## config.mk

```make
export PLATFORM = sky130hd
export DESIGN_NAME = seq_number_info_map_core_flat
export DESIGN_NICKNAME = d
export VERILOG_FILES = /design/src/hw/rtl/sinm_pkg.sv /design/src/hw/rtl/sinm_if.sv /design/src/hw/rtl/sinm_cell.sv /design/src/hw/rtl/seq_number_info_map_core.sv /design/src/flat_wrapper.sv
export SDC_FILE = /design/constraint.sdc
export NUM_CORES = 1
export LEC_CHECK = 0
export BUFFER_PORTS_ARGS = -buffer_cell sky130_fd_sc_hd__buf_2
export CAP_MARGIN = 40
export CELL_PAD_IN_SITES_DETAIL_PLACEMENT = 1
export CELL_PAD_IN_SITES_GLOBAL_PLACEMENT = 1
export CORE_UTILIZATION = 54
export CTS_CLUSTER_SIZE = 12
export DETAILED_ROUTE_END_ITERATION = 6
export PLACE_DENSITY_LB_ADDON = 0.1
export SYNTH_ARGS = -nofsm -noshare
export SYNTH_HDL_FRONTEND = slang
export SYNTH_HIERARCHICAL = 1
export SYNTH_SLANG_ARGS = --single-unit
```

## constraint.sdc

```tcl
create_clock -name clk_i -period 16.84 [get_ports clk_i]
set_input_delay 1.684 -clock clk_i [delete_from_list [all_inputs] [get_ports clk_i]]
set_output_delay 1.684 -clock clk_i [all_outputs]
set_load 0.02 [all_outputs]
```

## src/hw/rtl/sinm_pkg.sv

```systemverilog
// ----------------------------------------------------------------------------
// Sequence-number info map package
// Shared sizes, codes, cell control type and serial-order compare.
// ----------------------------------------------------------------------------
`default_nettype none

package sinm_pkg;

  localparam int unsigned DEPTH     = 16;
  localparam int unsigned INFO_BITS = 32;
  localparam int unsigned SEQ_BITS  = 16;
  localparam int unsigned IDX_W     = $clog2(DEPTH);
  localparam int unsigned CNT_W     = $clog2(DEPTH + 1);

  localparam logic [SEQ_BITS-1:0] SEQ_HALF = {1'b1, {(SEQ_BITS-1){1'b0}}};

  typedef enum logic {
    OP_INSERT = 1'b0,
    OP_LOOKUP = 1'b1
  } sinm_op_e;

  typedef enum logic [3:0] {
    ST_IDLE   = 4'b0001,
    ST_LOOKUP = 4'b0010,
    ST_DROP   = 4'b0100,
    ST_APPEND = 4'b1000
  } sinm_state_e;

  typedef struct packed {
    logic shift;
    logic load;
  } sinm_cell_ctrl_t;

  // a ahead of b in wrapping serial order
  function automatic logic seq_ahead(input logic [SEQ_BITS-1:0] a,
                                     input logic [SEQ_BITS-1:0] b);
    logic [SEQ_BITS-1:0] d;
    d = a - b;
    if (d == '0) begin
      return 1'b0;
    end else if (d == SEQ_HALF) begin
      return a > b;
    end else begin
      return d < SEQ_HALF;
    end
  endfunction

endpackage

`default_nettype wire

```

## src/hw/rtl/sinm_if.sv

```systemverilog
// ----------------------------------------------------------------------------
// Sequence-number info map channels
// Request and response channels with valid/ready transfer.
// ----------------------------------------------------------------------------
`default_nettype none

interface sinm_req_if;
  logic                           valid;
  logic                           ready;
  logic                           operation;
  logic [sinm_pkg::SEQ_BITS-1:0]  seq_number;
  logic [sinm_pkg::INFO_BITS-1:0] info_value;

  modport source (output valid, output operation, output seq_number,
                  output info_value, input ready);
  modport sink   (input valid, input operation, input seq_number,
                  input info_value, output ready);
endinterface

interface sinm_rsp_if;
  logic                           valid;
  logic                           ready;
  logic                           found;
  logic [sinm_pkg::INFO_BITS-1:0] info_out;

  modport source (output valid, output found, output info_out, input ready);
  modport sink   (input valid, input found, input info_out, output ready);
endinterface

`default_nettype wire

```

## src/hw/rtl/sinm_cell.sv

```systemverilog
// ----------------------------------------------------------------------------
// Sequence-number info map cell
// Holds one entry; loads a new pair or takes its younger neighbour's entry,
// and takes part in the first-match chain of a lookup.
// ----------------------------------------------------------------------------
`default_nettype none

module sinm_cell (
  input  wire                                  clk_i,
  input  sinm_pkg::sinm_cell_ctrl_t            ctrl_i,
  input  wire                                  live_i,
  input  wire  [sinm_pkg::SEQ_BITS-1:0]        key_i,
  input  wire  [sinm_pkg::INFO_BITS-1:0]       new_info_i,
  input  wire  [sinm_pkg::SEQ_BITS-1:0]        nbr_seq_i,
  input  wire  [sinm_pkg::INFO_BITS-1:0]       nbr_info_i,
  input  wire                                  hit_prev_i,
  output logic [sinm_pkg::SEQ_BITS-1:0]        seq_o,
  output logic [sinm_pkg::INFO_BITS-1:0]       info_o,
  output logic                                 hit_o,
  output logic [sinm_pkg::INFO_BITS-1:0]       sel_info_o
);

  logic [sinm_pkg::SEQ_BITS-1:0]  seq_q;
  logic [sinm_pkg::INFO_BITS-1:0] info_q;
  logic                           hit;

  always_ff @(posedge clk_i) begin
    if (ctrl_i.load) begin
      seq_q  <= key_i;
      info_q <= new_info_i;
    end else if (ctrl_i.shift) begin
      seq_q  <= nbr_seq_i;
      info_q <= nbr_info_i;
    end
  end

  assign hit        = live_i && (seq_q == key_i);
  assign hit_o      = hit_prev_i | hit;
  assign sel_info_o = (hit && !hit_prev_i) ? info_q : '0;
  assign seq_o      = seq_q;
  assign info_o     = info_q;

endmodule

`default_nettype wire

```

## src/hw/rtl/seq_number_info_map_core.sv

```systemverilog
// ----------------------------------------------------------------------------
// Sequence-number info map
// Ordered window of wrapping sequence numbers with an info word each, held
// in a row of cells from oldest (cell 0) to newest.
// ----------------------------------------------------------------------------
// Usage:
//   req_i carries operation, seq_number and info_value. An insert gives no
//   response; a lookup gives one response on rsp_o (found, info_out, with
//   info_out zero when nothing matches).
//   A request transfers only while the controller is idle. A lookup is
//   accepted, then searches all cells at once and registers the response.
//   An insert is accepted, then drops the oldest entry while the new
//   number is not ahead of it, comparing at cell 0 and shifting the window
//   one cell towards the oldest end per dropped entry, and then appends.
//   A full window drops its oldest entry while appending, at no extra cost.
//   The response sits in an output register; inserts are still accepted
//   while it waits. A lookup held behind a stalled response waits in the
//   search step until the register frees.
//   Reset empties the window at once; cell contents need no clearing.
// ----------------------------------------------------------------------------
`default_nettype none

module seq_number_info_map_core (
  input  wire         clk_i,
  input  wire         rst_ni,
  sinm_req_if.sink    req_i,
  sinm_rsp_if.source  rsp_o
);

  localparam int unsigned DEPTH = sinm_pkg::DEPTH;

  sinm_pkg::sinm_state_e               state_q, state_d;
  logic [sinm_pkg::CNT_W-1:0]          count_q, count_d;
  logic [sinm_pkg::SEQ_BITS-1:0]       key_q;
  logic [sinm_pkg::INFO_BITS-1:0]      new_info_q;
  logic                                out_valid_q, out_valid_d;
  logic                                found_q;
  logic [sinm_pkg::INFO_BITS-1:0]      out_info_q;

  logic [sinm_pkg::SEQ_BITS-1:0]       cell_seq  [DEPTH];
  logic [sinm_pkg::INFO_BITS-1:0]      cell_info [DEPTH];
  logic [sinm_pkg::INFO_BITS-1:0]      cell_sel  [DEPTH];
  logic [DEPTH:0]                      hit_chain;
  logic [DEPTH-1:0]                    load_vec;
  sinm_pkg::sinm_cell_ctrl_t           cell_ctrl [DEPTH];

  logic                                accept;
  logic                                drop;
  logic                                full;
  logic                                shift;
  logic                                out_load;
  logic [sinm_pkg::INFO_BITS-1:0]      lookup_info;

  assign accept    = req_i.valid && req_i.ready;
  assign req_i.ready = (state_q == sinm_pkg::ST_IDLE);
  assign full      = (count_q == sinm_pkg::CNT_W'(DEPTH));
  assign drop      = (state_q == sinm_pkg::ST_DROP) && (count_q != '0) &&
                     !sinm_pkg::seq_ahead(key_q, cell_seq[0]);
  assign shift     = drop || ((state_q == sinm_pkg::ST_APPEND) && full);
  assign out_load  = (state_q == sinm_pkg::ST_LOOKUP) &&
                     (!out_valid_q || rsp_o.ready);

  always_comb begin
    for (int i = 0; i < DEPTH; i++) begin
      load_vec[i] = 1'b0;
      if (state_q == sinm_pkg::ST_APPEND) begin
        if (full) begin
          load_vec[i] = (i == DEPTH - 1);
        end else begin
          load_vec[i] = (count_q[sinm_pkg::IDX_W-1:0] == sinm_pkg::IDX_W'(i));
        end
      end
      cell_ctrl[i].shift = shift;
      cell_ctrl[i].load  = load_vec[i];
    end
  end

  assign hit_chain[0] = 1'b0;

  for (genvar g = 0; g < DEPTH; g++) begin : g_cell
    logic [sinm_pkg::SEQ_BITS-1:0]  nbr_seq;
    logic [sinm_pkg::INFO_BITS-1:0] nbr_info;
    logic                           live;

    if (g == DEPTH - 1) begin : g_last
      assign nbr_seq  = '0;
      assign nbr_info = '0;
    end else begin : g_mid
      assign nbr_seq  = cell_seq[g+1];
      assign nbr_info = cell_info[g+1];
    end

    assign live = (sinm_pkg::CNT_W'(g) < count_q);

    sinm_cell u_cell (
      .clk_i      (clk_i),
      .ctrl_i     (cell_ctrl[g]),
      .live_i     (live),
      .key_i      (key_q),
      .new_info_i (new_info_q),
      .nbr_seq_i  (nbr_seq),
      .nbr_info_i (nbr_info),
      .hit_prev_i (hit_chain[g]),
      .seq_o      (cell_seq[g]),
      .info_o     (cell_info[g]),
      .hit_o      (hit_chain[g+1]),
      .sel_info_o (cell_sel[g])
    );
  end

  always_comb begin
    lookup_info = '0;
    for (int i = 0; i < DEPTH; i++) begin
      lookup_info = lookup_info | cell_sel[i];
    end
  end

  always_comb begin
    state_d     = state_q;
    count_d     = count_q;
    out_valid_d = out_valid_q;
    if (rsp_o.ready) begin
      out_valid_d = 1'b0;
    end
    unique case (state_q)
      sinm_pkg::ST_IDLE: begin
        if (accept) begin
          state_d = (req_i.operation == sinm_pkg::OP_LOOKUP) ?
                    sinm_pkg::ST_LOOKUP : sinm_pkg::ST_DROP;
        end
      end
      sinm_pkg::ST_LOOKUP: begin
        if (out_load) begin
          out_valid_d = 1'b1;
          state_d     = sinm_pkg::ST_IDLE;
        end
      end
      sinm_pkg::ST_DROP: begin
        if (drop) begin
          count_d = count_q - sinm_pkg::CNT_W'(1);
        end else begin
          state_d = sinm_pkg::ST_APPEND;
        end
      end
      sinm_pkg::ST_APPEND: begin
        if (!full) begin
          count_d = count_q + sinm_pkg::CNT_W'(1);
        end
        state_d = sinm_pkg::ST_IDLE;
      end
      default: begin
        state_d = sinm_pkg::ST_IDLE;
      end
    endcase
  end

  always_ff @(posedge clk_i or negedge rst_ni) begin
    if (!rst_ni) begin
      state_q     <= sinm_pkg::ST_IDLE;
      count_q     <= '0;
      out_valid_q <= 1'b0;
    end else begin
      state_q     <= state_d;
      count_q     <= count_d;
      out_valid_q <= out_valid_d;
    end
  end

  always_ff @(posedge clk_i) begin
    if (accept) begin
      key_q      <= req_i.seq_number;
      new_info_q <= req_i.info_value;
    end
    if (out_load) begin
      found_q    <= hit_chain[DEPTH];
      out_info_q <= lookup_info;
    end
  end

  assign rsp_o.valid    = out_valid_q;
  assign rsp_o.found    = found_q;
  assign rsp_o.info_out = out_info_q;

`ifndef SYNTHESIS
  a_count_bound: assert property (@(posedge clk_i) disable iff (!rst_ni)
    count_q <= sinm_pkg::CNT_W'(DEPTH))
    else $error("entry count beyond depth");

  a_drop_count: assert property (@(posedge clk_i) disable iff (!rst_ni)
    drop |=> (count_q == $past(count_q) - sinm_pkg::CNT_W'(1)))
    else $error("drop did not shrink window");

  a_lookup_step: assert property (@(posedge clk_i) disable iff (!rst_ni)
    (accept && (req_i.operation == sinm_pkg::OP_LOOKUP))
      |=> (state_q == sinm_pkg::ST_LOOKUP))
    else $error("lookup did not enter search step");

  a_rsp_source: assert property (@(posedge clk_i) disable iff (!rst_ni)
    $rose(out_valid_q) |-> $past(state_q == sinm_pkg::ST_LOOKUP))
    else $error("response without lookup");

  a_single_load: assert property (@(posedge clk_i) disable iff (!rst_ni)
    $onehot0(load_vec))
    else $error("more than one cell loaded");
`endif

endmodule

`default_nettype wire

```

## src/flat_wrapper.sv

```systemverilog
// flat-port wrapper written by rule: the top's interface ports become plain ports
module seq_number_info_map_core_flat 
  (clk_i, rst_ni, req_i_valid, req_i_operation, req_i_seq_number, req_i_info_value, req_i_ready, rsp_o_valid, rsp_o_found, rsp_o_info_out, rsp_o_ready);
  sinm_req_if req_i_i ();
  sinm_rsp_if rsp_o_i ();
  input  wire clk_i;
  input  wire rst_ni;
  input wire logic [$bits(req_i_i.valid)-1:0] req_i_valid;
  input wire logic [$bits(req_i_i.operation)-1:0] req_i_operation;
  input wire logic [$bits(req_i_i.seq_number)-1:0] req_i_seq_number;
  input wire logic [$bits(req_i_i.info_value)-1:0] req_i_info_value;
  output wire logic [$bits(req_i_i.ready)-1:0] req_i_ready;
  output wire logic [$bits(rsp_o_i.valid)-1:0] rsp_o_valid;
  output wire logic [$bits(rsp_o_i.found)-1:0] rsp_o_found;
  output wire logic [$bits(rsp_o_i.info_out)-1:0] rsp_o_info_out;
  input wire logic [$bits(rsp_o_i.ready)-1:0] rsp_o_ready;
  assign req_i_i.valid = req_i_valid;
  assign req_i_i.operation = req_i_operation;
  assign req_i_i.seq_number = req_i_seq_number;
  assign req_i_i.info_value = req_i_info_value;
  assign req_i_ready = req_i_i.ready;
  assign rsp_o_valid = rsp_o_i.valid;
  assign rsp_o_found = rsp_o_i.found;
  assign rsp_o_info_out = rsp_o_i.info_out;
  assign rsp_o_i.ready = rsp_o_ready;
  seq_number_info_map_core u_core (.clk_i(clk_i), .rst_ni(rst_ni), .req_i(req_i_i), .rsp_o(rsp_o_i));
endmodule
```

* Word level (Yosys, flattened, before mapping)
Cells that the tools add are included.
** Storage, ports and cells
- Bits in registers :: 859
- Input port bits :: 53
- Output and inout bits :: 35
- Word-level logic and storage cells :: 334
** Cells by class
- Add/subtract/negate cells :: 3
- $lt $le $gt $ge :: 18
- Eq/ne operators :: 42
- Multiplexer cells :: 125
- Bitwise logic cells :: 30
- Reductions and logical operators :: 77
** Operators with widths (number)
- $mux 32 :: 48
- $mux 16 :: 32
- $or 32x32->32 :: 15
- $eq 16x16->1 :: 16
- $lt 4x5->1 const A :: 8
- $mux 1 :: 37
- $eq 4x4->1 const B :: 9
- $logic_and 1x1->1 :: 36
- $reduce_bool 2->1 :: 17
- $eq 4x3->1 const B :: 5
- $lt 3x5->1 const A :: 4
- $logic_not 1->1 :: 17
- $eq 16x16->1 const B :: 1
- $gt 16x16->1 :: 1
- $logic_not 16->1 :: 1
- $lt 16x16->1 const B :: 1
- $sub 16x16->16 :: 1
- $or 1x1->1 :: 15
- $eq 4x2->1 const B :: 3
- $mux 4 :: 3
- $pmux 4 s3 :: 1
- $lt 1x5->1 const A :: 2
- $lt 2x5->1 const A :: 2
- $mux 5 :: 2
- 12 further kinds :: 18

* Logic depth before layout (Yosys ltp)
- Depth after elaboration :: 20
- Depth in mapped cells :: 53
- Gate-level depth less buffers :: 21

* Hierarchy
The synthesis kept the hierarchy.
** By module, submodules not included
- sinm_cell :: times used 16, cells each 199, area an instance 2763.9 um2, seq. area each 1441.4 um2
- seq_number_info_map_core :: times used 1, cells each 512, area an instance 5401.4 um2, seq. area each 2683.8 um2

* Worst setup path after synthesis
No wires, ideal clock.
- Path type :: register -> register
- From :: reg u_core/key_q[14] in the netlist's numbering
- To :: reg u_core.out_info_q, in the netlist u_core/rsp_o.info_out[10], data pin
- Setup time :: 273 ps
- Arrival :: 14086 ps
- Data required time :: 16567 ps
- Setup slack :: 2482 ps
- Stages on the path, launching flop included :: 53
- Buffers on the path :: 31
- Period minus slack after synthesis :: 14358 ps
- Path through :: edfxtp_1 xor2_1 nor4_1 nand4_2 buf_6 o21bai_1 buf_1 clkbuf_1 o21bai_1 buf_1 clkbuf_1 o21bai_1 buf_1 clkbuf_1 o21bai_1 buf_1 clkbuf_1 o21bai_1 [17 not listed] o21bai_1 buf_1 clkbuf_1 o21bai_1 buf_1 clkbuf_1 o21bai_1 buf_1 clkbuf_1 o21bai_1 buf_1 clkbuf_1 o21bai_1 buf_1 clkbuf_1 nor4_2 nor4_1 nand4_1
** RTL lines
- start, declared :: RTL line seq_number_info_map_core.sv:34 : logic [sinm_pkg::SEQ_BITS-1:0] key_q;
- start signal, assigned :: RTL line seq_number_info_map_core.sv:171 : key_q <= req_i.seq_number;
- end signal, assigned :: RTL line seq_number_info_map_core.sv:176 : out_info_q <= lookup_info;
- end, declared :: RTL line seq_number_info_map_core.sv:38 : logic [sinm_pkg::INFO_BITS-1:0] out_info_q;

==> results by group <==
Drt
  – WL/cell: 33.7 um
  – Drt drc: 3
  – Initial DRC count: 3367
  – First-pass iteration count of the detailed router: 7
  – Via count: 33625
  – Antenna Nets Post-Route: 0
  – Final Routed Wirelength: 170000 um
  – Post-DR vias/cell: 6.66

Cells and area
  – Core Util, Final: 0.603
  – Layout cells sized above 1: 0.234
  – Area growth from synthesis to layout: 10.1%
  – # nets final: 3873
  – Area of the multi-input gates: 21000 um2
  – Sequential Area: 25700 um2
  – Fillers: 8705
  – Antenna diodes: 0

Clocking
  – CTS Sinks: 859
  – CTS tree: done
  – Number of CTS-inserted buffers: 96
  – Clock-pin slew on the worst setup and hold paths: 0.06 ns
  – Clock buffer depth: 3
  – Post-CTS sizing: 0
  – Hold buffer count at cts: 0
  – Htree depth: 3
  – Post CTS Setup Buffer Count: 0
  – CTS root buf: clkbuf_16
  – Clk_lat worst skew: 0.71 ns

Synthesis
  – Proportion of synthesized area in mux cells: 0.174
  – Leading register cell type out of synthesis: edfxtp_1
  – Synth warn: 6
  – Sequential area share after synthesis: 0.519
  – Xor and xnor fraction of the mapped netlist area: 0.0462
  – Post-synth EDFFs: 849
  – Count leader, synth: edfxtp_1
  – Library cells used by synthesis: 72
  – Compound-Gate Fraction of Synth Area: 0.0136
  – Post-synth ARST share: 0.0116
  – Gate Count Post-Synth: 3696
  – Synthesized-area fraction occupied by and/or/nand/nor cells: 0.174
  – Top post-synthesis cells by area: edfxtp_1, mux2_1, nor4_2
  – Area share of the largest cell type after synthesis: 0.514
  – Commonest cells in the netlist: edfxtp_1, mux2_1, inv_1
  – #FFs+latches synth: 859
  – Synth Area in Adders: 0.00570
  – Syn Std Cell Area: 49600 um2
  – Area leader, netlist: edfxtp_1
  – Largest family of logic cells by synthesized area: multiplexers
  – Mapped Avg Cell Area: 13.4 um2

Worst setup path
  – Critical Path Sink Type: flop
  – Max stage delay on crit path: 0.70 ns
  – Slowest CP cell: buf_4
  – Critical R2R Launch: u_core/key_q[14]
  – CP arrival: 7.77 ns
  – CP Launch Type: flop
  – FF-to-FF path depth: 26
  – Most used cell, CP: o21bai_4
  – Setup CP Type: reg -> reg
  – Critical Path RT: 17.23 ns
  – FF-to-FF End: u_core/rsp_o.info_out[22]
  – Largest fanout on the critical path: 33
  – R2R setup slack: 9.45 ns

Pwr
  – Combinational Power Share: 0.164
  – PwrDens: 103 nW/um2
  – Share of power burned in registers: 0.472
  – Net Sw Frac: 0.308
  – Clock share of power: 0.364
  – NetSw: 1.73 mW
  – Int Pwr: 3.89 mW
  – Leakage power: 19.0 nW
  – Maximum vdd ir drop: 88.8 uV

Run
  – Max Cap Viol: 0

Global routing
  – Initial antenna violation count: 2
  – All-Layer GR Usage: 0.365
  – Vias in the first global route: 36144
  – Largest net degree at the start of global routing: 42
  – GRT overflow: 0
  – First-pass GRT wire length: 246000 um

Placement
  – Routability cong.: 0.915
  – DP HPWL: 103000 um
  – I/O Buffers: 87

STA
  – Worst Tran Pin Value: 0.980 ns
  – Final setup fails: 0
  – Max-slew violations: 0
  – Hold Vio Cnt, Final: 0
  – Min cycle time layout: 7.39 ns
  – Final period utilization: 0.439
  – RSZ-0062 raised after global routing: false
  – Rel. slew slack: 0.347
  – Fmax: 135 MHz
  – Sum Neg Setup Slack: 0 ns
  – Clock skew: 0.0272 ns

Floorplanning
  – Core Area: 90600 um2
  – I/O Pins: 88
  – DIE WIDTH: 305 um
  – Initial Util: 0.548
  – Die Height: 305 um
  – # rows: 110
  – Die Area: 93100 um2

Hold path
  – Hold Path Cell Cnt: 1
  – Min-delay src: u_core/g_cell[4].u_cell/info_o[4]
  – Worst Hold End: u_core/g_cell[3].u_cell/info_o[4]
  – Hold Crit Class: reg -> reg

Run status
  – Outcome: finished, violations left
  – Failing checks: design-rule violations
[flip-flops by register name, indices dropped and copies added (netlist names)]
| signal | count |
|---|---|
| u_core/count_q | 5 |
| u_core/g_cell.u_cell/info_o | 512 |
| u_core/g_cell.u_cell/seq_o | 256 |
| u_core/key_q | 16 |
| u_core/new_info_q | 32 |
| u_core/rsp_o.found | 1 |
| u_core/rsp_o.info_out | 32 |
| u_core/rsp_o.valid | 1 |
| u_core/state_q | 4 |
[worst max-delay path, delay by kind of cell (launching register included)]
| kind | cells | cell delay [ns] |
|---|---|---|
| compound gates | 15 | 2.58 |
| xor+xnor | 1 | 0.13 |
| buf+inv | 5 | 2.68 |
| flops | 1 | 0.32 |
| simple gates | 5 | 1.24 |
[cell type report]
type | instances | area share
Clock buffer | 127 | 0.0469
Inverter | 540 | 0.0371
Tap cell | 1176 | 0.0269
Multi-Input combinational cell | 2097 | 0.384
Clock inverter | 47 | 0.00708
Sequential cell | 859 | 0.471
Timing Repair Buffer | 204 | 0.0265
[layout by cell type (no fill, tap or decap), types with 13 or more instances in the layout]
| cell type | Yosys | final |
|---|---|---|
| edfxtp_1 | 849 | 849 |
| xor2_1 | 241 | 241 |
| nor4_2 | 481 | 481 |
| nor3_1 | 26 | 25 |
| ha_1 | 21 | 21 |
| nand4_1 | 37 | 37 |
| xnor2_1 | 21 | 21 |
| buf_2 | 16 | 87 |
| conb_1 | 1 | 49 |
| or2_2 | 2 | 18 |
| nand2_1 | 42 | 26 |
| o21bai_4 | 1 | 16 |
| clkbuf_16 | 0 | 98 |
| clkinv_2 | 0 | 15 |
| inv_1 | 539 | 539 |
| nor4_1 | 208 | 208 |
| clkinv_1 | 0 | 21 |
| nor2_1 | 19 | 18 |
| a21oi_1 | 14 | 13 |
| nand4_2 | 17 | 17 |
| nand2_2 | 1 | 17 |
| o21ai_0 | 14 | 14 |
| mux2_1 | 768 | 768 |
| buf_4 | 0 | 106 |
| clkbuf_1 | 56 | 29 |
[stage by stage]
step	instance area (um2)	std cells	hold slack, ns	setup WS (ns)	total power [mW]
finish	54600	5050	0.547	9.45	5.62
global route	54600	5050	0.575	9.21	5.75
CTS	54600	5048	0.550	9.55	5.62
detailed placement	51600	4874	0.545	9.59	3.58
global placement	51500	4865	0.531	9.87	3.53
floorplan	49800	3744	0.529	2.48	3.19
[worst max path at each step]
stage	depth (start not counted)	from	to
after global routing	26	u_core/key_q[14]	u_core/rsp_o.info_out[21]
after CTS	26	u_core/key_q[8]	u_core/rsp_o.info_out[20]
after global placement	26	u_core/key_q[8]	u_core/rsp_o.info_out[9]
final	26	u_core/key_q[14]	u_core/rsp_o.info_out[22]
after detailed placement	26	u_core/key_q[8]	u_core/rsp_o.info_out[20]
after floorplan	52	u_core/key_q[14]	u_core/rsp_o.info_out[10]
[logic make-up after synthesis]
group | after synthesis
AOI/OAI and AO/OA | 89
xor gates and xnor gates | 262
adders and majority gates | 22
buffers and inverters | 788
DFF | 859
muxes | 768
other | 1
and+or+nand+nor | 907
[layer usage]
| layer | up-vias | GRT usage | share of wire | routed length [um] |
|---|---|---|---|---|
| li1 | 13975 | - | - | - |
| met1 | 17320 | 0.442 | 0.37 | 63200 |
| met2 | 1788 | 0.617 | 0.49 | 83000 |
| met3 | 542 | 0.0737 | 0.086 | 14700 |
| met4 | 0 | 0.186 | 0.056 | 9500 |
| met5 | - | 0 | 0 | 0 |
[power groups by stage]
stage	registers (mW)	logic (mW)	clock network, mW
2_1_floorplan	2.68	0.503	0
3_3_place_gp	2.68	0.850	0
3_5_place_dp	2.69	0.896	0
4_1_cts	2.64	0.902	2.07
5_1_grt	2.66	0.954	2.13
6_report	2.65	0.923	2.04
Power figures use the tool's default switching activity.
